`src/btog_pkg.sv`:
```
package btog_pkg;

    // Field widths fixed by the item formats
    localparam int IDX_W  = 16;
    localparam int OFF_W  = 32;
    localparam int RANK_W = 3;
    localparam int ETYP_W = 2;
    localparam int CFG_W  = 64;
    localparam int CIDX_W = 3;
    localparam int NUM_IN = 4;

    // Configuration register indexes
    localparam logic [CIDX_W-1:0] REG_RANK_A       = 3'd0;
    localparam logic [CIDX_W-1:0] REG_SHAPE_A      = 3'd1;
    localparam logic [CIDX_W-1:0] REG_RANK_B       = 3'd2;
    localparam logic [CIDX_W-1:0] REG_SHAPE_B      = 3'd3;
    localparam logic [CIDX_W-1:0] REG_ELEMENT_TYPE = 3'd4;

    // Reset values of the configuration registers
    localparam logic [RANK_W-1:0] RANK_RST  = 3'd1;
    localparam logic [CFG_W-1:0]  SHAPE_RST = 64'h0001_0001_0001_0001;
    localparam logic [ETYP_W-1:0] ETYP_RST  = 2'd0;

    // Status codes
    localparam logic [1:0] ST_OK       = 2'd0;
    localparam logic [1:0] ST_INCOMPAT = 2'd1;
    localparam logic [1:0] ST_RANGE    = 2'd2;
    localparam logic [1:0] ST_OVERFLOW = 2'd3;

    typedef struct packed {
        logic [IDX_W-1:0] index_d3;
        logic [IDX_W-1:0] index_d2;
        logic [IDX_W-1:0] index_d1;
        logic [IDX_W-1:0] index_d0;
    } in_item_t;

    typedef struct packed {
        logic [OFF_W-1:0]  byte_offset_a;
        logic [OFF_W-1:0]  byte_offset_b;
        logic [OFF_W-1:0]  byte_offset_result;
        logic [RANK_W-1:0] result_rank;
        logic [1:0]        status;
    } out_item_t;

    // Static control derived from configuration
    typedef struct packed {
        logic              busy;
        logic              incompat;
        logic              esz8;
        logic [RANK_W-1:0] rr;
    } btog_ctrl_t;

    // Per-lane findings passed to the merge stage
    typedef struct packed {
        logic oor;
        logic fail_a;
        logic fail_b;
        logic fail_r;
    } lane_flag_t;

endpackage

```
`src/btog_lane.sv`:
```
module btog_lane
    import btog_pkg::*;
#(
    parameter int DIM_BITS  = 16,
    parameter int ADDR_BITS = 32
)
(
    input  logic                 clk,
    input  logic                 load,
    input  logic [IDX_W-1:0]     idx,
    input  logic                 a_one,
    input  logic                 b_one,
    input  logic                 in_rank,
    input  logic [DIM_BITS-1:0]  dr,
    input  logic [ADDR_BITS-1:0] sa,
    input  logic [ADDR_BITS-1:0] sb,
    input  logic [ADDR_BITS-1:0] sr,
    input  logic                 big_a,
    input  logic                 big_b,
    input  logic                 big_r,
    output logic [ADDR_BITS-1:0] term_a_reg,
    output logic [ADDR_BITS-1:0] term_b_reg,
    output logic [ADDR_BITS-1:0] term_r_reg,
    output lane_flag_t           flag_reg
);

    localparam int PW   = ADDR_BITS + IDX_W;
    localparam int CMPW = (IDX_W > DIM_BITS) ? IDX_W : DIM_BITS;

    logic [IDX_W-1:0]     ia, ib;
    logic [PW-1:0]        pa, pb, pr;
    logic [ADDR_BITS-1:0] term_a_next, term_b_next, term_r_next;
    lane_flag_t           flag_next;

    // Broadcast dimensions of a source take index zero
    assign ia = a_one ? '0 : idx;
    assign ib = b_one ? '0 : idx;

    assign pa = PW'(ia) * PW'(sa);
    assign pb = PW'(ib) * PW'(sb);
    assign pr = PW'(idx) * PW'(sr);

    // Term and per-term overflow for the three offsets
    always_comb
    begin
        term_a_next = pa[ADDR_BITS-1:0];
        term_b_next = pb[ADDR_BITS-1:0];
        term_r_next = pr[ADDR_BITS-1:0];
        flag_next.fail_a = (ia != '0)
            && (big_a || (sa == '0) || (pa[PW-1:ADDR_BITS] != '0));
        flag_next.fail_b = (ib != '0)
            && (big_b || (sb == '0) || (pb[PW-1:ADDR_BITS] != '0));
        flag_next.fail_r = (idx != '0)
            && (big_r || (sr == '0) || (pr[PW-1:ADDR_BITS] != '0));
        // Range check; outside the rank only index zero is legal
        flag_next.oor = in_rank ? (CMPW'(idx) >= CMPW'(dr)) : (idx != '0);
    end

    always_ff @(posedge clk)
    begin
        if (load)
        begin
            term_a_reg <= term_a_next;
            term_b_reg <= term_b_next;
            term_r_reg <= term_r_next;
            flag_reg   <= flag_next;
        end
    end

endmodule

```
`config.mk`:
```
export PLATFORM = sky130hd
export DESIGN_NAME = btog_lane
export DESIGN_NICKNAME = d
export VERILOG_FILES = /design/src/btog_pkg.sv /design/src/btog_lane.sv
export SDC_FILE = /design/constraint.sdc
export NUM_CORES = 2
export LEC_CHECK = 0
export CAP_MARGIN = 0
export CORE_MARGIN = 2
export CORE_UTILIZATION = 53
export CTS_CLUSTER_SIZE = 30
export DETAILED_ROUTE_END_ITERATION = 8
export DONT_BUFFER_PORTS = 1
export PLACE_DENSITY_LB_ADDON = 0.3
export SLEW_MARGIN = 10
export SYNTH_ARGS = -nofsm -noshare
export SYNTH_HDL_FRONTEND = slang
export SYNTH_SLANG_ARGS = --single-unit
```
`constraint.sdc`:
```
create_clock -name clk -period 10.4 [get_ports clk]
set_input_delay 1.56 -clock clk [delete_from_list [all_inputs] [get_ports clk]]
set_output_delay 1.56 -clock clk [all_outputs]
set_load 0.1 [all_outputs]
```
==> results by stage <==
Run status:
- The run finished with clean final reports.

CTS:
- Clock-pin slew was measured on the worst setup and hold paths at 120 ps.
- The H-tree was split into 3 levels.
- The number of hold buffers added after CTS was 0.
- The post-CTS resize count is 0.
- The number of setup buffers added after CTS is 0.
- TritonCTS built the clock tree.
- The tree is rooted in a clkbuf_16.
- No sink is reached through more buffers than the 2 on the longest clock path.
- Clock tree synthesis found a total of 100 sinks.
- The number of buffers inserted during clock tree synthesis is 9.

Timing:
- The post-layout minimum cycle time is 8930 ps.
- The pin slew with the least headroom to its limit is 1160 ps.
- The number of max-slew violations in the final report is 0.
- Derived from the worst setup path, the maximum achievable clock frequency is 112 MHz.
- In this run the tightest slew margin relative to its limit is 22.4%.
- Setup repair after global routing left no endpoint under its margin.
- The final hold violation count is 0.
- The summed negative setup slack over all endpoints is 0 ps.
- The count of final setup violators is 0.
- After layout, the worst path uses 85.9% of the clock period.

Critical path:
- By startpoint and endpoint, the worst setup path is classified as primary input to flop.
- The type of element capturing the critical path is a flop.
- STA puts the critical path data arrival time at 9120 ps.
- The largest fanout of any net on the critical path is 36.
- At the worst endpoint, the required time is 10590 ps.
- The startpoint type of the worst setup path is a primary input.

Detailed routing:
- The number of optimization iterations in the first detailed-route pass is 5.
- The total number of vias is 39.6k.
- The average wire per standard cell is 20.3 um.
- The detailed-route wire length is 143000 um.
- After detailed routing, the number of vias per cell comes to 5.65.
- The first routing iteration left 2684 violations.
- The post-detailed-route count of antenna-violating nets is 0.
- The post-route DRC violation count is 0.

Synth:
- The share of the synthesized area in the top cell type is 47.0%.
- The net count after synthesis is 7739.
- The commonest register cell after synthesis is edfxtp_1.
- After technology mapping, the gate count stands at 5973.
- The number of different library cells used by synthesis comes to 86.
- The cell type with the highest aggregate area in the netlist is fa_1.
- Yosys printed 0 warnings.
- After synthesis the cells add up to 0.0534 sq mm.
- The number of enable-type register cells in the synthesized netlist is 100.
- The per-instance average area after synthesis is 8.94 sq um.
- After synthesis, the share of flip-flops with an asynchronous set or reset is 0%.
- After synthesis, the cell types taking the most area are fa_1, inv_1, and2_1.
- The total of flip-flops plus latches after synthesis is 100.
- The portion of the post-synthesis area used by sequential elements is 5.63%.

Place:
- The HPWL reported at the end of detailed placement is 111000 um.
- The total of buffers placed on input and output ports is 0.
- The placer's final routability congestion estimate is 0.950.

Cells and area:
- In the final layout, the multi-input gates occupy 0.0443 sq mm.
- The share of final-layout standard cells stronger than drive strength 1 is 2.08%.
- The sequential cell area is 0.00300 sq mm.
- The count of nets after finishing is 7478.
- Relative to the synthesized area, the layout overhead comes to 2.00%.
- The count of filler cells inserted in the layout is 9119.

Floorplanning:
- The initial standard-cell utilization of the core is 53.4%.
- The core region is 0.100 sq mm.
- After floorplanning, the core was divided into 116 placement rows.
- The area of the die is 0.103 sq mm.
- The die boundary height is 321 um.
- The number of placed I/O pins is 236.
- The die span in x is 321 um.

Global routing:
- Global routing finished with a remaining overflow of 0.
- The via count of the first global-routing pass is 42.9k.
- Across every metal layer, demand over resource in global routing totals 28.9%.
- The initial antenna violation count is 5.
- The wire length of the first global-routing pass is 234000 um.
- The pin count of the biggest net entering global routing is 101.

Flow run:
- Max-cap violations in this run came to 0.

Hold path:
- The path class of the tightest hold or removal check is primary input to flop.
-- cell usage in the layout (no fill, tap or decap), drive strengths merged, types with 48 or more instances in the layout --
master | netlist | layout
and2 | 789 | 789
nand2 | 879 | 879
o21ai | 103 | 103
inv | 1318 | 1321
fa | 1254 | 1254
a21o | 48 | 48
xnor2 | 69 | 69
ha | 376 | 376
nor2 | 71 | 71
edfxtp | 100 | 100
a21oi | 169 | 169
-- final timing paths --
path / start / to / cells past startpoint
setup / recovery: idx[5] / flag_reg[1] / 23
hold / removal: load / flag_reg[0] / 0
-- stage by stage --
stage                     cells  setup slack [ps]  instance area [sq um]  utilization [%]  hold slack [ps]
after floorplan            5973              2120                  53400                -             1670
after global placement     6999              1280                  54100             54.1             1680
after detailed placement   6999              1190                  54100             54.1             1680
after CTS                  7015              1670                  54400             54.4             1200
after global routing       7016              1200                  54400             54.4             1210
final                      7017              1470                  54400             54.4             1240
-- cell families after synthesis --
family	after synthesis	share of synthesized area [%]
buf+inv	1629	11.6
fa+ha+maj	1630	55.8
mux	10	0.195
flops	100	5.63
simple gates	1997	19.0
compound gates	500	6.01
xor+xnor	107	1.76
-- final cells by class --
| type | instances | area share, % |
|---|---|---|
| diodes | 2 | 0.00919 |
| clock inverters | 6 | 0.131 |
| well taps | 1298 | 2.98 |
| clock buffers | 10 | 0.421 |
| multi-input cells | 4244 | 81.3 |
| inverters | 1318 | 9.09 |
| flip-flops and latches | 100 | 5.52 |
| repair buffers | 39 | 0.538 |
-- Yosys cell counts (all sizes together) (9+ instances only) --
cell	instances
a211oi	20
a21o	48
a21oi	169
a31oi	17
and2	789
and3	25
buf	14
clkbuf	297
edfxtp	100
fa	1254
ha	376
inv	1318
nand2	879
nand2b	9
nand3	29
nand4	39
nor2	71
nor2b	46
nor3	19
nor4	45
o211ai	12
o21a	11
o21ai	103
o21bai	19
o22ai	9
o31ai	9
or3	10
or4	9
xnor2	69
xor2	38
-- routing by layer --
metal	part of all wire, %	track usage, %
met5	0.017	0
met4	3.7	9.98
met3	7.7	4.84
met2	48	48.1
met1	41	38.4
-- critical path, stage by stage --
cell,delay [ps]
nor2b_2,900
and2_1,270
fa_1,410
inv_1,80
fa_1,430
fa_1,510
inv_1,50
fa_1,490
fa_1,510
inv_1,50
fa_1,470
inv_1,40
ha_1,380
a211oi_1,340
o211ai_1,150
a21boi_0,270
o2bb2ai_1,260
o31ai_2,530
o31ai_1,230
o41ai_1,450
xnor2_1,110
nor4bb_1,420
a41oi_1,160
Power is left out: the tool's default activity adds up to more than one toggle a clock period on the data nets, which glitch-free logic cannot reach.
