### config.mk
export PLATFORM = sky130hd
export DESIGN_NAME = btog_merge
export DESIGN_NICKNAME = d
export VERILOG_FILES = /design/src/btog_pkg.sv /design/src/btog_merge.sv
export SDC_FILE = /design/constraint.sdc
export NUM_CORES = 1
export LEC_CHECK = 0
export ABC_AREA = 1
export BUFFER_PORTS_ARGS = -buffer_cell sky130_fd_sc_hd__buf_2
export CAP_MARGIN = 30
export CORE_AREA = 2 2 196 198
export DETAILED_ROUTE_END_ITERATION = 8
export DIE_AREA = 0 0 198 200
export GPL_TIMING_DRIVEN = 0
export PLACE_DENSITY = 0.72
export SKIP_LAST_GASP = 1
export SLEW_MARGIN = 40
export SYNTH_ARGS = -nofsm -noshare
export SYNTH_HDL_FRONTEND = slang
export SYNTH_SLANG_ARGS = --single-unit
### constraint.sdc
create_clock -name clk -period 5.45 [get_ports clk]
set_input_delay 0.2725 -clock clk [delete_from_list [all_inputs] [get_ports clk]]
set_output_delay 0.2725 -clock clk [all_outputs]
set_load 0.03 [all_outputs]
### src/btog_pkg.sv
package btog_pkg;

    // Field widths fixed by the item formats
    localparam int IDX_W  = 16;
    localparam int OFF_W  = 32;
    localparam int RANK_W = 3;
    localparam int ETYP_W = 2;
    localparam int CFG_W  = 64;
    localparam int CIDX_W = 3;
    localparam int NUM_IN = 4;

    // Configuration register indexes
    localparam logic [CIDX_W-1:0] REG_RANK_A       = 3'd0;
    localparam logic [CIDX_W-1:0] REG_SHAPE_A      = 3'd1;
    localparam logic [CIDX_W-1:0] REG_RANK_B       = 3'd2;
    localparam logic [CIDX_W-1:0] REG_SHAPE_B      = 3'd3;
    localparam logic [CIDX_W-1:0] REG_ELEMENT_TYPE = 3'd4;

    // Reset values of the configuration registers
    localparam logic [RANK_W-1:0] RANK_RST  = 3'd1;
    localparam logic [CFG_W-1:0]  SHAPE_RST = 64'h0001_0001_0001_0001;
    localparam logic [ETYP_W-1:0] ETYP_RST  = 2'd0;

    // Status codes
    localparam logic [1:0] ST_OK       = 2'd0;
    localparam logic [1:0] ST_INCOMPAT = 2'd1;
    localparam logic [1:0] ST_RANGE    = 2'd2;
    localparam logic [1:0] ST_OVERFLOW = 2'd3;

    typedef struct packed {
        logic [IDX_W-1:0] index_d3;
        logic [IDX_W-1:0] index_d2;
        logic [IDX_W-1:0] index_d1;
        logic [IDX_W-1:0] index_d0;
    } in_item_t;

    typedef struct packed {
        logic [OFF_W-1:0]  byte_offset_a;
        logic [OFF_W-1:0]  byte_offset_b;
        logic [OFF_W-1:0]  byte_offset_result;
        logic [RANK_W-1:0] result_rank;
        logic [1:0]        status;
    } out_item_t;

    // Static control derived from configuration
    typedef struct packed {
        logic              busy;
        logic              incompat;
        logic              esz8;
        logic [RANK_W-1:0] rr;
    } btog_ctrl_t;

    // Per-lane findings passed to the merge stage
    typedef struct packed {
        logic oor;
        logic fail_a;
        logic fail_b;
        logic fail_r;
    } lane_flag_t;

endpackage

### src/btog_merge.sv
module btog_merge
    import btog_pkg::*;
#(
    parameter int ADDR_BITS = 32,
    parameter int NLANE     = 4
)
(
    input  logic                 clk,
    input  logic                 load,
    input  btog_ctrl_t           ctrl,
    input  lane_flag_t           flags [NLANE],
    input  logic [ADDR_BITS-1:0] term_a [NLANE],
    input  logic [ADDR_BITS-1:0] term_b [NLANE],
    input  logic [ADDR_BITS-1:0] term_r [NLANE],
    output out_item_t            item_reg
);

    localparam int SUM_W = ADDR_BITS + $clog2(NLANE) + 1;

    logic [SUM_W-1:0] sum_a, sum_b, sum_r;
    logic             any_oor, any_fail, ovf;
    out_item_t        item_next;

    // Overflow once scaled by the element size
    function automatic logic too_big(input logic [SUM_W-1:0] s, input logic e8);
        logic r;
        if (e8)
            r = (s[SUM_W-1:ADDR_BITS-3] != '0);
        else
            r = (s[SUM_W-1:ADDR_BITS-2] != '0);
        return r;
    endfunction

    // Byte offset, scaled and cut to the output width
    function automatic logic [OFF_W-1:0] scale(input logic [SUM_W-1:0] s, input logic e8);
        logic [ADDR_BITS-1:0]       b;
        logic [OFF_W+ADDR_BITS-1:0] x;
        if (e8)
            b = {s[ADDR_BITS-4:0], 3'b000};
        else
            b = {s[ADDR_BITS-3:0], 2'b00};
        x = {{OFF_W{1'b0}}, b};
        return x[OFF_W-1:0];
    endfunction

    // Sum lane terms and gather lane flags
    always_comb
    begin
        sum_a    = '0;
        sum_b    = '0;
        sum_r    = '0;
        any_oor  = 1'b0;
        any_fail = 1'b0;
        for (int k = 0; k < NLANE; k++)
        begin
            sum_a    = sum_a + SUM_W'(term_a[k]);
            sum_b    = sum_b + SUM_W'(term_b[k]);
            sum_r    = sum_r + SUM_W'(term_r[k]);
            any_oor  = any_oor | flags[k].oor;
            any_fail = any_fail | flags[k].fail_a | flags[k].fail_b | flags[k].fail_r;
        end
        ovf = any_fail || too_big(sum_a, ctrl.esz8) || too_big(sum_b, ctrl.esz8)
            || too_big(sum_r, ctrl.esz8);
    end

    // Status priority: incompatible, out of range, overflow
    always_comb
    begin
        item_next.result_rank        = ctrl.rr;
        item_next.byte_offset_a      = '0;
        item_next.byte_offset_b      = '0;
        item_next.byte_offset_result = '0;
        if (ctrl.incompat)
            item_next.status = ST_INCOMPAT;
        else if (any_oor)
            item_next.status = ST_RANGE;
        else if (ovf)
            item_next.status = ST_OVERFLOW;
        else
        begin
            item_next.status             = ST_OK;
            item_next.byte_offset_a      = scale(sum_a, ctrl.esz8);
            item_next.byte_offset_b      = scale(sum_b, ctrl.esz8);
            item_next.byte_offset_result = scale(sum_r, ctrl.esz8);
        end
    end

    always_ff @(posedge clk)
    begin
        if (load)
            item_reg <= item_next;
    end

endmodule

==> flow_metrics.py <==
metrics = {
    "status": {
        "status": "finished, final reports clean",
    },
    "global_route": {
        "first_global_vias": 14900,
        "grt_overflow_total": 0,
        "grt_usage": 0.255,
        "grt_max_degree": 54,
        "grt_pass1_wl_um": 77500,
        "antenna_found_initial": 1,
    },
    "power_and_ir_drop": {
        "power_leakage_nw": 11.5,
        "switchingPower_mw": 3.31,
        "comb_power_share": 0.753,
        "power-per-cell-area_nw_per_um2": 306,
        "sw_frac_of_total": 0.543,
        "p_int_mw": 2.78,
        "seqPwrFrac": 0.140,
        "vdd_drop_max_mv": 0.180,
        "clkPwrFrac": 0.107,
    },
    "clock_network": {
        "cts_resized": 0,
        "post_cts_buffers": 0,
        "hold_buffers": 0,
        "cts_tree": "done",
        "clkTransAtPathRegs_ps": 90,
        "cts-root-buf": "clkbuf_16",
        "htree_num_levels": 3,
        "numClockSinks": 95,
        "clock_path_buffers": 2,
        "cts-buffers-inserted": 9,
    },
    "final_layout": {
        "multi_input_area_um2": 10700,
        "drive_above_1_share": 0.223,
        "area_growth_pct": 21.3,
        "final-seq-area_um2": 2850,
        "layout_common_cells": "685 x inv_1, 501 x buf_2, 497 x nand2_1",
        "antenna_cells": 0,
        "layout_commonest_cell": "inv_1",
        "fillCellCount": 3694,
        "nNetsFinal": 3470,
        "final_cell_area_um2": 19900,
        "largest_register_ffs": 95,
    },
    "synthesis": {
        "seq_area_frac_synth": 0.174,
        "synth_seq_cells": 95,
        "async_reset_ff_frac": 0,
        "synth_edf_count": 95,
        "syn_avg_cell_area_um2": 7.29,
        "yosys_warnings": 0,
        "ys.flop_type": "edfxtp_1",
        "postSynthCellCount": 2254,
        "yosysUniqueCellTypes": 49,
        "synth_area_um2": 16400,
    },
    "detailed_routing": {
        "first_pass_iters": 5,
        "drc": 0,
        "via_per_inst": 4.68,
        "drt_iter0_markers": 799,
        "drtAntennaViolNets": 0,
        "vias": 15400,
        "routedWlPerCell_um": 15.5,
        "wirelength_um": 50900,
    },
    "setup_path": {
        "cp.arrival_ps": 4310,
        "critical_path.cell_chain": "buf_2, inv_1, fa_1, fa_1, inv_1, ha_1, fa_1, nand2_1, nand3_1, and2_1, nand2_1, nand2_2, nand2_1, nand2_1, nand2_1, nand3b_1, nand2_1, nand2_2, a21oi_2, nand3_4, buf_8, buf_12, nor2_4",
        "path_class": "input pin to register",
        "cpMostUsedCell": "nand2_1",
        "start_kind": "input pin",
        "crit_path_end_kind": "register",
        "cpPeakStageDelay_ps": 500,
        "required_ps": 5680,
        "cp_slowest_cell": "fa_1",
        "cp_max_fo": 10,
    },
    "sta": {
        "finalSetupViolations": 0,
        "slew_violations": 0,
        "rsz0062_at_grt": "no",
        "fmax_mhz": 245,
        "relSlewSlack": 0.380,
        "finalCritPeriodShare": 0.748,
        "worst_pin_slew_ps": 931,
        "hold_viol": 0,
        "min_period_ps": 4080,
        "finalSetupTns_ps": 0,
        "fin_ws_ps": 1370,
    },
    "die": {
        "die_h_um": 200,
        "core_area_um2": 37400,
        "pin_count": 509,
        "dieArea_um2": 39600,
        "rows": 71,
        "initial_core_util": 0.439,
        "die_w_um": 198,
    },
    "flow_run": {
        "drv_cap": 0,
    },
    "worst_hold_path": {
        "min_to": "item_reg[2]",
        "hold_path_startpoint": "ctrl[0]",
        "whs_path_depth": 1,
        "hold_path_class": "input pin to register",
    },
    "placed_design": {
        "placed_area_um2": 19600,
        "io_buffers": 500,
        "dp_slack_ps": 978,
        "gp_congestion": 0.904,
        "hpwl_um": 44700,
    },
}
[how the worst max path moves through the flow]
stage,start,end,slack [ps],cells past startpoint
global placement,term_b[1],item_reg[43],1030,22
finish,term_a[1],item_reg[43],1370,23
CTS,term_a[1],item_reg[43],1350,23
floorplan,term_a[1],item_reg[25],1780,22
global route,term_a[1],item_reg[43],1100,23
detailed placement,term_a[1],item_reg[43],980,23
[cells in the mapped netlist (3+ instances only)]
master	count	area [um2]
inv_1	685	2570
nand2_1	497	1870
fa_1	192	3840
nor2_1	186	698
ha_1	99	1240
edfxtp_1	95	2850
a21oi_1	93	465
nand3_1	72	360
o21ai_0	67	335
xnor2_1	35	307
xor2_1	35	307
nor2_4	33	372
nor3_1	18	90.1
o21bai_1	18	135
nand2_2	17	106
a21o_1	10	75.1
clkbuf_1	10	37.5
mux2i_1	9	90.1
a31oi_1	7	43.8
buf_4	7	52.6
clkbuf_8	7	96.3
nor4_1	6	37.5
or2_2	6	37.5
inv_2	5	18.8
nand4_1	5	31.3
nor2_2	4	25.0
o21ai_1	4	20.0
a21oi_2	3	26.3
buf_12	3	60.1
[per-stage QoR]
stage / hold slack (ps) / util / cells / power (mW)
6_report: 77.3 / 0.533 / 3287 / 6.09
5_1_grt: 69.5 / 0.533 / 3287 / 6.76
4_1_cts: 69.2 / 0.533 / 3287 / 6.10
3_5_place_dp: 455 / 0.525 / 3271 / 5.42
3_3_place_gp: 453 / 0.524 / 3270 / 5.37
2_1_floorplan: 371 / - / 2259 / 4.21
[power by group through the flow]
stage	clock (mW)	combinational [mW]	sequential, mW
floorplan	0	3.26	0.947
global placement	0	4.50	0.870
detailed placement	0	4.56	0.869
CTS	0.662	4.59	0.852
global route	0.695	5.21	0.855
finish	0.651	4.59	0.852
[final cells by class]
| class | count | area share |
|---|---|---|
| Buffer | 34 | 0.0156 |
| Clock inverter | 7 | 0.00358 |
| Clock buffer | 9 | 0.0113 |
| Inverter | 691 | 0.130 |
| Sequential cell | 95 | 0.143 |
| Timing Repair Buffer | 501 | 0.127 |
| Tap cell | 511 | 0.0321 |
| Multi-Input combinational cell | 1439 | 0.537 |
[metal layers]
metal | up-vias | part of all wire | routed length (um) | track usage
li1 | 7668 | - | - | -
met1 | 7120 | 0.44 | 22400 | 0.340
met2 | 515 | 0.48 | 24400 | 0.448
met3 | 62 | 0.052 | 2650 | 0.0228
met4 | 2 | 0.026 | 1320 | 0.0696
met5 | - | 0.00026 | 13 | 0
[cells by family after synthesis]
kind of cell,share of synthesized area
flops,0.174
compound gates,0.0702
mux,0.00549
fa+ha+maj,0.309
buf+inv,0.177
simple gates,0.227
xor+xnor,0.0373
other cells,0.000228
[worst max-delay path: cells and delay by family]
family / cells / cell delay, ps
adders and majority gates: 4 / 1670
and+or+nand+nor: 13 / 1420
buffers and inverters: 5 / 570
AOI/OAI and AO/OA: 1 / 370
No activity file was read; power rests on OpenSTA's default activity.
