==> src/btog_pkg.sv <==
package btog_pkg;

    // Field widths fixed by the item formats
    localparam int IDX_W  = 16;
    localparam int OFF_W  = 32;
    localparam int RANK_W = 3;
    localparam int ETYP_W = 2;
    localparam int CFG_W  = 64;
    localparam int CIDX_W = 3;
    localparam int NUM_IN = 4;

    // Configuration register indexes
    localparam logic [CIDX_W-1:0] REG_RANK_A       = 3'd0;
    localparam logic [CIDX_W-1:0] REG_SHAPE_A      = 3'd1;
    localparam logic [CIDX_W-1:0] REG_RANK_B       = 3'd2;
    localparam logic [CIDX_W-1:0] REG_SHAPE_B      = 3'd3;
    localparam logic [CIDX_W-1:0] REG_ELEMENT_TYPE = 3'd4;

    // Reset values of the configuration registers
    localparam logic [RANK_W-1:0] RANK_RST  = 3'd1;
    localparam logic [CFG_W-1:0]  SHAPE_RST = 64'h0001_0001_0001_0001;
    localparam logic [ETYP_W-1:0] ETYP_RST  = 2'd0;

    // Status codes
    localparam logic [1:0] ST_OK       = 2'd0;
    localparam logic [1:0] ST_INCOMPAT = 2'd1;
    localparam logic [1:0] ST_RANGE    = 2'd2;
    localparam logic [1:0] ST_OVERFLOW = 2'd3;

    typedef struct packed {
        logic [IDX_W-1:0] index_d3;
        logic [IDX_W-1:0] index_d2;
        logic [IDX_W-1:0] index_d1;
        logic [IDX_W-1:0] index_d0;
    } in_item_t;

    typedef struct packed {
        logic [OFF_W-1:0]  byte_offset_a;
        logic [OFF_W-1:0]  byte_offset_b;
        logic [OFF_W-1:0]  byte_offset_result;
        logic [RANK_W-1:0] result_rank;
        logic [1:0]        status;
    } out_item_t;

    // Static control derived from configuration
    typedef struct packed {
        logic              busy;
        logic              incompat;
        logic              esz8;
        logic [RANK_W-1:0] rr;
    } btog_ctrl_t;

    // Per-lane findings passed to the merge stage
    typedef struct packed {
        logic oor;
        logic fail_a;
        logic fail_b;
        logic fail_r;
    } lane_flag_t;

endpackage

==> src/btog_cfg.sv <==
module btog_cfg
    import btog_pkg::*;
#(
    parameter int MAX_DIMS  = 4,
    parameter int DIM_BITS  = 16,
    parameter int ADDR_BITS = 32,
    parameter int NLANE     = 4
)
(
    input  logic                  clk,
    input  logic                  rst_n,
    input  logic                  cfg_we,
    input  logic [CIDX_W-1:0]     cfg_index,
    input  logic [CFG_W-1:0]      cfg_data,
    output btog_ctrl_t            ctrl,
    output logic [NLANE-1:0]      a_one,
    output logic [NLANE-1:0]      b_one,
    output logic [NLANE-1:0]      in_rank,
    output logic [DIM_BITS-1:0]   dr [NLANE],
    output logic [ADDR_BITS-1:0]  sa [NLANE],
    output logic [ADDR_BITS-1:0]  sb [NLANE],
    output logic [ADDR_BITS-1:0]  sr [NLANE],
    output logic [NLANE-1:0]      big_a,
    output logic [NLANE-1:0]      big_b,
    output logic [NLANE-1:0]      big_r
);

    localparam int LW  = $clog2(NLANE);
    localparam int CW  = $clog2(NLANE + 1);
    localparam int PW  = ADDR_BITS + DIM_BITS;
    localparam int XW  = CFG_W + NLANE * DIM_BITS;
    localparam logic [3:0] MAXD = 4'(MAX_DIMS);

    logic [RANK_W-1:0] rank_a_reg, rank_a_next;
    logic [RANK_W-1:0] rank_b_reg, rank_b_next;
    logic [CFG_W-1:0]  shape_a_reg, shape_a_next;
    logic [CFG_W-1:0]  shape_b_reg, shape_b_next;
    logic [ETYP_W-1:0] etyp_reg, etyp_next;
    logic [CW-1:0]     cnt_reg, cnt_next;

    logic [ADDR_BITS-1:0] sa_reg [NLANE];
    logic [ADDR_BITS-1:0] sb_reg [NLANE];
    logic [ADDR_BITS-1:0] sr_reg [NLANE];
    logic [NLANE-1:0]     bga_reg, bgb_reg, bgr_reg;

    logic [RANK_W-1:0]   ra, rb, rr;
    logic [XW-1:0]       xa, xb;
    logic [DIM_BITS-1:0] da [NLANE];
    logic [DIM_BITS-1:0] db [NLANE];
    logic [DIM_BITS-1:0] drc [NLANE];
    logic [NLANE-1:0]    bad;
    logic                busy;
    logic [LW-1:0]       widx, pidx;
    logic [CW-1:0]       cnt_m1;
    logic [PW-1:0]       prod_a, prod_b, prod_r;

    // Register writes
    always_comb
    begin
        rank_a_next  = rank_a_reg;
        rank_b_next  = rank_b_reg;
        shape_a_next = shape_a_reg;
        shape_b_next = shape_b_reg;
        etyp_next    = etyp_reg;
        if (cfg_we)
        begin
            case (cfg_index)
                REG_RANK_A:       rank_a_next  = cfg_data[RANK_W-1:0];
                REG_SHAPE_A:      shape_a_next = cfg_data;
                REG_RANK_B:       rank_b_next  = cfg_data[RANK_W-1:0];
                REG_SHAPE_B:      shape_b_next = cfg_data;
                REG_ELEMENT_TYPE: etyp_next    = cfg_data[ETYP_W-1:0];
                default:          ;
            endcase
        end
    end

    // Effective ranks, saturated at MAX_DIMS
    always_comb
    begin
        ra = ({1'b0, rank_a_reg} > MAXD) ? MAXD[RANK_W-1:0] : rank_a_reg;
        rb = ({1'b0, rank_b_reg} > MAXD) ? MAXD[RANK_W-1:0] : rank_b_reg;
        rr = (ra > rb) ? ra : rb;
        xa = {{(XW-CFG_W){1'b0}}, shape_a_reg};
        xb = {{(XW-CFG_W){1'b0}}, shape_b_reg};
    end

    // Right-aligned dimensions and broadcast result shape
    always_comb
    begin
        for (int k = 0; k < NLANE; k++)
        begin
            da[k] = (4'(k) < {1'b0, ra}) ? xa[k*DIM_BITS +: DIM_BITS] : DIM_BITS'(1);
            db[k] = (4'(k) < {1'b0, rb}) ? xb[k*DIM_BITS +: DIM_BITS] : DIM_BITS'(1);
            in_rank[k] = (4'(k) < {1'b0, rr});
            a_one[k] = (da[k] == DIM_BITS'(1));
            b_one[k] = (db[k] == DIM_BITS'(1));
            bad[k] = 1'b0;
            if (da[k] == db[k] || b_one[k])
                drc[k] = da[k];
            else if (a_one[k])
                drc[k] = db[k];
            else
            begin
                drc[k] = '0;
                bad[k] = in_rank[k];
            end
            dr[k] = drc[k];
        end
    end

    // Stride sequencer: one dimension per cycle after reset or a write
    assign busy   = (cnt_reg < CW'(NLANE));
    assign cnt_m1 = cnt_reg - CW'(1);
    assign widx   = cnt_reg[LW-1:0];
    assign pidx   = cnt_m1[LW-1:0];
    assign prod_a = PW'(sa_reg[pidx]) * PW'(da[pidx]);
    assign prod_b = PW'(sb_reg[pidx]) * PW'(db[pidx]);
    assign prod_r = PW'(sr_reg[pidx]) * PW'(drc[pidx]);

    always_comb
    begin
        cnt_next = cnt_reg;
        if (cfg_we)
            cnt_next = '0;
        else if (busy)
            cnt_next = cnt_reg + CW'(1);
    end

    always_ff @(posedge clk or negedge rst_n)
    begin
        if (!rst_n)
        begin
            rank_a_reg  <= RANK_RST;
            rank_b_reg  <= RANK_RST;
            shape_a_reg <= SHAPE_RST;
            shape_b_reg <= SHAPE_RST;
            etyp_reg    <= ETYP_RST;
            cnt_reg     <= '0;
        end
        else
        begin
            rank_a_reg  <= rank_a_next;
            rank_b_reg  <= rank_b_next;
            shape_a_reg <= shape_a_next;
            shape_b_reg <= shape_b_next;
            etyp_reg    <= etyp_next;
            cnt_reg     <= cnt_next;
        end
    end

    // Stride table; a big flag sticks once the prefix product passes the cap
    always_ff @(posedge clk)
    begin
        if (busy && !cfg_we)
        begin
            if (cnt_reg == '0)
            begin
                sa_reg[widx]  <= ADDR_BITS'(1);
                sb_reg[widx]  <= ADDR_BITS'(1);
                sr_reg[widx]  <= ADDR_BITS'(1);
                bga_reg[widx] <= 1'b0;
                bgb_reg[widx] <= 1'b0;
                bgr_reg[widx] <= 1'b0;
            end
            else
            begin
                sa_reg[widx]  <= prod_a[ADDR_BITS-1:0];
                sb_reg[widx]  <= prod_b[ADDR_BITS-1:0];
                sr_reg[widx]  <= prod_r[ADDR_BITS-1:0];
                bga_reg[widx] <= bga_reg[pidx] | (prod_a[PW-1:ADDR_BITS] != '0);
                bgb_reg[widx] <= bgb_reg[pidx] | (prod_b[PW-1:ADDR_BITS] != '0);
                bgr_reg[widx] <= bgr_reg[pidx] | (prod_r[PW-1:ADDR_BITS] != '0);
            end
        end
    end

    assign sa    = sa_reg;
    assign sb    = sb_reg;
    assign sr    = sr_reg;
    assign big_a = bga_reg;
    assign big_b = bgb_reg;
    assign big_r = bgr_reg;

    always_comb
    begin
        ctrl.busy     = busy;
        ctrl.incompat = (ra == '0) || (rb == '0) || (bad != '0);
        ctrl.esz8     = etyp_reg[1];
        ctrl.rr       = rr;
    end

endmodule

==> config.mk <==
export PLATFORM = sky130hd
export DESIGN_NAME = btog_cfg
export DESIGN_NICKNAME = d
export VERILOG_FILES = /design/src/btog_pkg.sv /design/src/btog_cfg.sv
export SDC_FILE = /design/constraint.sdc
export NUM_CORES = 2
export LEC_CHECK = 0
export ABC_AREA = 0
export BUFFER_PORTS_ARGS = -buffer_cell sky130_fd_sc_hd__buf_4
export CAP_MARGIN = 30
export CORE_MARGIN = 5
export CORE_UTILIZATION = 33
export DETAILED_ROUTE_END_ITERATION = 7
export PLACE_DENSITY = 0.58
export SYNTH_ARGS = -nofsm -noshare
export SYNTH_HDL_FRONTEND = slang
export SYNTH_SLANG_ARGS = --single-unit
==> constraint.sdc <==
create_clock -name clk -period 13.55 [get_ports clk]
set_clock_uncertainty 0.2 [all_clocks]
set_input_delay 1.355 -clock clk [delete_from_list [all_inputs] [get_ports clk]]
set_output_delay 1.355 -clock clk [all_outputs]
set_load 0.005 [all_outputs]
==> results.sh <==
export IMPL_status="finished, final reports clean"
export IMPL_drive_above_1_share_pct=12.8
export IMPL_synth_top_cell_by_area="fa_1"
export IMPL_vias=64390
export IMPL_core_sq_um=233000
export IMPL_path_buf_inv=5
export IMPL_crit_arrival_ns=11.74
export IMPL_synth_nets=10011
export IMPL_nNetsFinal=10306
export IMPL_crit_family="adder cells"
export IMPL_clock_latency_ns=0.75
export IMPL_dieArea_sq_um=244000
export IMPL_dp_cells=11578
export IMPL_stdcell_count=11719
export IMPL_rsz0062_at_grt="no"
export IMPL_root_buffer="clkbuf_16"
export IMPL_critPathSlowestCell="dfrtp_4"
export IMPL_holdCritStartpoint="etyp_reg[1]$_DFFE_PN0P_"
export IMPL_r2r_slack_ns=2.05
export IMPL_crit_fanout=65
export IMPL_worst_path_largest_cell_delay_ns=0.87
export IMPL_synthTopCellsByArea="fa_1 (33%), edfxtp_1 (15%), inv_1 (6.4%)"
export IMPL_reg2reg_from="cnt_reg[0]$_DFFE_PN0P_"
export IMPL_r2r_end="big_a[2]$_DFFE_PP_"
export IMPL_cts_sinks=534
export IMPL_avgRoutedWirePerCell_um=26.6
export IMPL_slew_headroom_pct=27.2
export IMPL_crit_type="reg2reg"
export IMPL_dp_slack_ns=2.28
export IMPL_gr_usage_all_layers_pct=25.4
export IMPL_synth_cell_types=93
export IMPL_grt_overflow=0
export IMPL_clk_path_buf_depth=3
export IMPL_synth_top_cell_area_share_pct=32.5
export IMPL_postSynthCellCount=8319
export IMPL_yosysMostFrequentCell="inv_1"
export IMPL_antenna_found_initial=15
export IMPL_r2r_cells=27
export IMPL_die_w_um=493
export IMPL_cp_required_ns=13.79
export IMPL_syn_mean_instance_area_sq_um=9.27
export IMPL_portBuffers=547
export IMPL_grt_pass1_wl_um=462000
export IMPL_grt_max_degree=109
export IMPL_drv_slew=0
export IMPL_vias_per_cell=5.49
export IMPL_syn_area_sq_um=77100
export IMPL_io_pins=548
export IMPL_area_growth_pct=12.8
export IMPL_worst_pin_slew_ns=1.09
export IMPL_post_cts_resized=0
export IMPL_cp_end_kind="flip-flop"
export IMPL_min_path_cells=1
export IMPL_fp_dieH_um=493
export IMPL_clk_pin_slew_ns=0.06
export IMPL_min_period_ns=11.50
export IMPL_ctsHoldBuffers=0
export IMPL_fin_crit_sh_pct=84.8
export IMPL_hold_class="reg2reg"
export IMPL_drt_total_wl_um=311000
export IMPL_setup_viol=0
export IMPL_htree_levels=3
export IMPL_dr_first_iter_drc_count=6011
export IMPL_numCtsBuffers=71
export IMPL_finalWorstSetupSlack_ns=2.05
export IMPL_initial_core_util_pct=33.2
export IMPL_ys_seq_elements=534
export IMPL_path_common_cell="fa_1"
export IMPL_ys_flop_type="edfxtp_1"
export IMPL_grt_pass1_vias=68416
export IMPL_tns_ns=0
export IMPL_rows=177
export IMPL_cts_setup_buffers=0
export IMPL_fin_area_sq_um=87000
export IMPL_cts_tree="built"
export IMPL_detail_route_antenna_nets=0
export IMPL_hold_violations=0
export IMPL_gp_congestion=1.05
export IMPL_synthArstFlopShare_pct=25.8
export IMPL_worstSetupStartpointType="flip-flop"
export IMPL_placed_area_sq_um=84500
export IMPL_cap_violations=0
export IMPL_yosys_top_cells_count="inv_1 (1318), nand2_1 (1276), fa_1 (1254)"
export IMPL_first_pass_iters=6
export IMPL_synth_edf_count=396
export IMPL_detailed_place_hpwl_um=242000
export IMPL_holdPathEnd="etyp_reg[1]$_DFFE_PN0P_"
export IMPL_yosysWarnings=0
export IMPL_fmax_mhz=87.0
export IMPL_drc_errors=0
export IMPL_synth_seq_area_share_pct=19.9
[per-stage QoR]
step | utilization (%) | hold slack (ns)
after detailed placement | 36.3 | 0.302
final | 37.4 | 0.319
after global placement | 36.3 | 0.300
after floorplan | - | 0.304
after CTS | 37.4 | 0.319
after global routing | 37.4 | 0.335
[how the worst max path moves through the flow]
stage / start / to / slack (ns) / depth (start not counted)
2_1_floorplan: cnt_reg[0]$_DFFE_PN0P_ / big_b[2]$_DFFE_PP_ / 3.39 / 37
5_1_grt: cnt_reg[0]$_DFFE_PN0P_ / big_a[2]$_DFFE_PP_ / 1.73 / 28
4_1_cts: cnt_reg[0]$_DFFE_PN0P_ / big_a[3]$_DFFE_PP_ / 2.23 / 27
6_report: cnt_reg[0]$_DFFE_PN0P_ / big_a[2]$_DFFE_PP_ / 2.05 / 27
3_3_place_gp: cnt_reg[0]$_DFFE_PN0P_ / big_r[1]$_DFFE_PP_ / 2.33 / 28
3_5_place_dp: cnt_reg[0]$_DFFE_PN0P_ / big_a[3]$_DFFE_PP_ / 2.28 / 27
[per-layer routing]
layer	vias to the layer above	routed length, um	track usage [%]
met5	-	96	0
met4	14	21300	14.4
met2	3109	144000	41.3
met3	710	26100	5.11
met1	33302	120000	31.5
li1	27255	-	-
[layout by cell type, fill, tap and decap left out, types with 34 or more instances in the layout]
| cell | netlist | final |
|---|---|---|
| o22ai_1 | 43 | 43 |
| nand2b_1 | 159 | 159 |
| and2_1 | 136 | 135 |
| a21oi_1 | 393 | 392 |
| o21ai_1 | 55 | 56 |
| a31oi_1 | 53 | 53 |
| ha_1 | 368 | 364 |
| xor2_1 | 48 | 48 |
| nand2_1 | 1276 | 1275 |
| fa_1 | 1254 | 1254 |
| inv_1 | 1318 | 1315 |
| o21a_1 | 69 | 68 |
| nand3_1 | 66 | 66 |
| edfxtp_1 | 396 | 396 |
| xnor2_1 | 77 | 77 |
| clkbuf_16 | 0 | 73 |
| nand4_1 | 50 | 50 |
| nor3_1 | 34 | 34 |
| o21ai_0 | 213 | 197 |
| buf_4 | 7 | 659 |
| a21o_1 | 39 | 39 |
| nor2_1 | 663 | 657 |
| dfrtp_1 | 128 | 127 |
| nor2b_1 | 242 | 242 |
| mux4_2 | 72 | 72 |
| mux2_2 | 180 | 180 |
| mux2i_1 | 58 | 58 |
| a22o_1 | 86 | 86 |
[kinds of logic after synthesis]
family,count (synthesis),share of synthesized area (%)
AO/OA/AOI/OAI,1175,9.60
XOR/XNOR,125,1.42
adder cells (fa/ha/maj),1622,38.5
buffers and inverters,1779,8.79
flip-flops,534,19.9
multiplexers,310,5.48
AND/OR/NAND/NOR,2774,16.3
[area by class of cell]
cell class	instances	area, sq um
clock inverter	42	484
antenna	6	15.0
inverter	1321	4970
multi-input combinational	6006	55200
clock buffer	87	1890
tap	3043	3810
timing repair buffer	680	5310
sequential	534	15400
fill	23547	145000
[worst reg2reg max path, stage by stage, from the launching register on]
cell	delay (ns)
dfrtp_4	0.87
inv_2	0.13
ha_4	0.86
nor2b_1	0.75
a221o_1	0.44
o21a_1	0.68
buf_4	0.35
nand2_1	0.10
fa_1	0.55
inv_1	0.05
fa_1	0.53
inv_1	0.05
fa_1	0.50
fa_1	0.49
fa_1	0.52
inv_1	0.06
fa_1	0.45
ha_1	0.40
a21oi_1	0.30
o211ai_1	0.19
a211oi_1	0.46
nand3_1	0.26
a21oi_1	0.57
o32ai_1	0.27
or3_1	0.36
a22o_1	0.23
nor4_2	0.44
o22ai_1	0.16
Power is left out: the tool's default activity adds up to more than one toggle a clock period on the data nets, which glitch-free logic cannot reach.
